$ cat src/hw/rtl/rsi_pkg.sv
// ----------------------------------------------------------------------------
// rsi_pkg
// Shared widths, register indexes, data types and helpers for the ray and
// sphere intersection core.
// ----------------------------------------------------------------------------
package rsi_pkg;

  localparam int PosW  = 24;            // Q12.12 coordinate
  localparam int DirW  = 16;            // Q1.14 direction component
  localparam int RadW  = 23;            // unsigned Q11.12 radius
  localparam int InW   = 3 * PosW + 3 * DirW;
  localparam int VecW  = PosW + 1;      // origin minus center, exact
  localparam int PdW   = VecW + DirW;   // one term of the dot product
  localparam int PvW   = 2 * VecW;      // one term of the squared length
  localparam int RrW   = 2 * RadW;      // radius squared
  localparam int DotW  = PdW + 2;       // sum of three terms
  localparam int LenW  = PvW + 2;
  localparam int LrW   = LenW + 1;      // squared length minus radius squared
  localparam int BW    = DotW + 1 - 14; // b in Q.12
  localparam int BbW   = 2 * BW;
  localparam int DiscW = BbW + 1;
  localparam int SqW   = 56;            // radicand and square root work width
  localparam int RootW = 28;            // root width of a 56-bit radicand
  localparam int NumCells = RootW;      // one root bit per cell
  localparam int TW    = 32;            // result distance width
  localparam int OutW  = 2 * TW;
  localparam int IdxW  = 8;

  localparam logic [IdxW-1:0] RegCenterX = IdxW'(0);
  localparam logic [IdxW-1:0] RegCenterY = IdxW'(1);
  localparam logic [IdxW-1:0] RegCenterZ = IdxW'(2);
  localparam logic [IdxW-1:0] RegRadius  = IdxW'(3);

  localparam logic [RadW-1:0] RadiusReset = RadW'(4096);

  // Work item handed from cell to cell along the square root chain.
  typedef struct packed {
    logic                 hit;
    logic signed [BW-1:0] b;
    logic [SqW-1:0]       x;    // remaining radicand
    logic [SqW-1:0]       res;  // partial root
  } sq_data_t;

  // Clamp a 33-bit signed sum to the signed 32-bit range.
  function automatic logic [TW-1:0] sat32(input logic signed [TW:0] v);
    logic [TW-1:0] r;
    if (v[TW] != v[TW-1]) begin
      r = v[TW] ? {1'b1, {(TW-1){1'b0}}} : {1'b0, {(TW-1){1'b1}}};
    end else begin
      r = v[TW-1:0];
    end
    return r;
  endfunction

endpackage

$ cat src/hw/rtl/rsi_sqrt_cell.sv
// ----------------------------------------------------------------------------
// rsi_sqrt_cell
// One step of the bit-by-bit integer square root, registered, with its own
// valid and a load enable that follows the downstream cell.
// ----------------------------------------------------------------------------
module rsi_sqrt_cell #(
  parameter int K = 0   // this cell tests the root bit of weight 2**K
) (
  input  logic              clk,
  input  logic              rst,
  input  logic              in_valid,
  output logic              in_ready,
  input  rsi_pkg::sq_data_t in_data,
  output logic              out_valid,
  output rsi_pkg::sq_data_t out_data,
  input  logic              out_ready
);
  import rsi_pkg::*;

  localparam logic [SqW-1:0] Bit = SqW'(1) << (2 * K);

  logic           take;
  logic [SqW-1:0] trial;
  sq_data_t       nxt;

  assign take     = !out_valid || out_ready;
  assign in_ready = take;
  assign trial    = in_data.res + Bit;

  always_comb begin
    nxt = in_data;
    if (in_data.x >= trial) begin
      nxt.x   = in_data.x - trial;
      nxt.res = (in_data.res >> 1) + Bit;
    end else begin
      nxt.res = in_data.res >> 1;
    end
  end

  always_ff @(posedge clk) begin
    if (rst) begin
      out_valid <= 1'b0;
    end else if (take) begin
      out_valid <= in_valid;
    end
  end

  always_ff @(posedge clk) begin
    if (take) begin
      out_data <= nxt;
    end
  end

endmodule

$ cat config.mk
export PLATFORM = sky130hd
export DESIGN_NAME = rsi_sqrt_cell
export DESIGN_NICKNAME = d
export VERILOG_FILES = /design/src/hw/rtl/rsi_pkg.sv /design/src/hw/rtl/rsi_sqrt_cell.sv
export SDC_FILE = /design/constraint.sdc
export NUM_CORES = 1
export LEC_CHECK = 0
export BUFFER_PORTS_ARGS = -buffer_cell sky130_fd_sc_hd__buf_2
export CORE_MARGIN = 5
export CORE_UTILIZATION = 43
export DETAILED_ROUTE_END_ITERATION = 12
export MAX_ROUTING_LAYER = met4
export PLACE_DENSITY = 0.78
export SLEW_MARGIN = 20
export SYNTH_ARGS = -nofsm -noshare
export SYNTH_HDL_FRONTEND = slang
export SYNTH_SLANG_ARGS = --single-unit
$ cat constraint.sdc
create_clock -name clk -period 5.5 [get_ports clk]
set_input_delay 1.1 -clock clk [delete_from_list [all_inputs] [get_ports clk]]
set_output_delay 1.1 -clock clk [all_outputs]
set_load 0.05 [all_outputs]
==> impl_metrics.toml <==
[status]
outcome = "completed"

[min_path]
hold_path_end = "out_valid"
hp-class = "primary input to register"
hold_path_depth = 2
worstHoldStart = "rst"

[place]
place_hpwl_um = 31200
rd_place_congestion = 0.992
port_buffers = 291
dp_slack_ps = -62.1

[route]
postRouteWirelength_um = 37900
dr_wl_met2_um = 18100
wl_met1_um = 16200
met3RoutedLength_um = 2590
detailedRoute.firstIterationViolations = 809
remaining_drc_errors = 0
drt_pre_antenna_iters = 5
dr.max_layer_used = "met4"
post_dr_wirelength_cell_um = 20.4
route.antenna.remaining_nets = 0
detail_routed_via_count_per_cell = 5.43
num_vias = 10121

[floorplan]
die_x_um = 167
fp.dieArea_um2 = 27800
pin_count = 292
initial_core_util_pct = 43.6
die_y_um = 167
placementRows = 57
core_area_um2 = 24200

[critical_path]
crit_type = "primary input to register"
worstRegToRegCells = 2
crit_path_start_kind = "primary input"
endpoint_kind = "register"
required_ps = 5690
cp_data_arrival_time_ps = 5370
timing.reg2reg.setup_slack_ps = 3630
timing.critical_path.fanout_max = 19
reg2reg_to = "out_data[41]"
reg2reg_from = "out_valid"
timing.critical_path.from = "in_data[18]"

[global_routing]
grt_start_max_net_pins = 73
track_usage_pct = 27.4
first_global_vias = 10255
wire_length_of_the_first_global_routing_pass_um = 58000
grt_antenna_before_repair = 3
global_route.overflow_total = 0

[timing]
fin_ws_ps = 326
grt_setup_unrepaired = "false"
max_clock_freq_ghz = 0.193
period_share_pct = 94.1
slew_headroom_pct = 41.7
final.setup_skew_ps = 9.06
final.hold.worst_slack_ps = 815
setup_viol_count_final = 0
final_report_max_slew_violation_count = 0
timing_worst_slew_pin_value_ps = 875
finalCriticalPeriod_ps = 5170
hold_violations = 0

[final_layout]
drive_above_1_share_pct = 33.4
final_net_count = 1730
register_area_um2 = 4310
finalCoreUtilization_pct = 57.6
n_fill_cell = 2236
syn2layout_area_growth_pct = 32.2
mostFrequentLayoutCell = "buf_2"
layout.cells.most_common_list = "buf_2, edfxtp_1, buf_4"
multi_input_comb_area_um2 = 5890

[synthesis]
synth_warnings = 0
count_of_different_cell_masters_after_synthesis = 78
netlist_instances = 1122
synth.largest_area_cell = "edfxtp_1"
yosys_most_used_dff = "edfxtp_1"
synthesis.area_per_instance_um2 = 9.42
synth_async_sr_flop_share_pct = 0
synth_fp_nets = 1328
sequential_cell_area_fraction_in_the_yosys_report_pct = 40.8
mappedNetlistArea_um2 = 10600
post-synth-top-area-fraction_pct = 40.6
number_of_enable_type_register_cells_in_the_synthesized_netlist = 143
ys_top_cells_by_area = "edfxtp_1, xnor2_1, ha_1"
synth_seq_cells = 144

[clock_tree]
cts_setup_buffers = 0
cts-buffers-inserted = 17
clk_transition_reported_paths_ps = 70
insertion_delay_ps = 440
post_cts.resized_instances = 0
cts_tree = "yes"
cts-root-to-sink-buffers = 2
clock-root-buffer = "clkbuf_16"
tritoncts_sink_count = 144
cts_hold_buffers = 0
h-tree-depth = 4

[power]
power-per-cell-area_nw_per_um2 = 288
leakagePower_nw = 5.93
fin_total_pwr_mw = 4.02
vdd_drop_max_mv = 0.194

[job]
max_cap_violations = 0
worst max path at each step:
stage | endpoint | slack [ps]
6_report | out_data[59] | 330
5_1_grt | out_data[72] | 30
3_3_place_gp | out_data[72] | 90
4_1_cts | out_data[1] | 360
3_5_place_dp | out_data[1] | -60
2_1_floorplan | out_data[106] | 130
sequential cells by signal, indices dropped and copies added, names as in the netlist:
| name | cells |
|---|---|
| out_valid | 1 |
| out_data | 143 |
layer usage:
| layer | up-vias | global-route usage, % |
|---|---|---|
| met5 | - | - |
| met4 | 0 | 8.04 |
| met3 | 55 | 5.43 |
| met2 | 447 | 45.2 |
| met1 | 4735 | 34.4 |
| li1 | 4884 | - |
report_power, final:
group          leakage, nW  total (mW)  internal [mW]  switching, mW
combinational         4.15        1.41          0.449          0.958
clock                0.297        1.23          0.693          0.541
sequential            1.48        1.38           1.35         0.0311
total                 5.93        4.02           2.49           1.53
per-stage QoR:
step / setup TNS, ps / instance area (um^2) / std cells
final: 0 / 14000 / 1864
after global routing: 0 / 14000 / 1864
after CTS: 0 / 14000 / 1861
after detailed placement: -333 / 13300 / 1829
after global placement: 0 / 13300 / 1829
after floorplan: 0 / 10600 / 1122
kinds of logic after synthesis:
logic type               count (synthesis)  share of synthesized area (%)
buffers and inverters                   86                           3.49
adder cells (fa/ha/maj)                 59                           7.05
AO/OA/AOI/OAI                          245                           14.7
AND/OR/NAND/NOR                        419                           19.7
flip-flops                             144                           40.8
multiplexers                            13                           1.37
XOR/XNOR                               156                           12.9
area by class of cell:
cell class / instances / share of cell area (%)
clock inverter: 15 / 1.39
multi-input combinational: 892 / 42.2
tap: 324 / 2.90
inverter: 32 / 0.859
antenna: 3 / 0.0537
sequential: 144 / 30.9
timing repair buffer: 437 / 18.7
clock buffer: 17 / 3.04
synth_stat cells, types with 13 or more instances:
library cell and n:
nand3_1 39, nand4_1 47, o21bai_1 13, nor3_1 15
inv_1 32, clkbuf_1 24, a21o_1 22, and3_1 13
a21oi_1 115, xor2_1 72, nand2_1 104, o21ai_0 31
ha_1 58, buf_2 25, edfxtp_1 143, nor2_1 126
xnor2_1 84
worst max-delay path, stage by stage:
cell and delay, ps:
buf_2 90, nand2_1 80, nor2_1 170, nand3_1 110, or2_2 310, nor3_1 210, buf_4 160, buf_4 130
nand3_1 220, nor2_1 200, xnor2_1 130, ha_1 330, and4_1 230, and2_1 200, nand4_2 210, a211oi_4 340
o31ai_4 110, a22oi_4 240, buf_12 220, buf_4 210, mux2_2 350
Power figures use the tool's default switching activity.
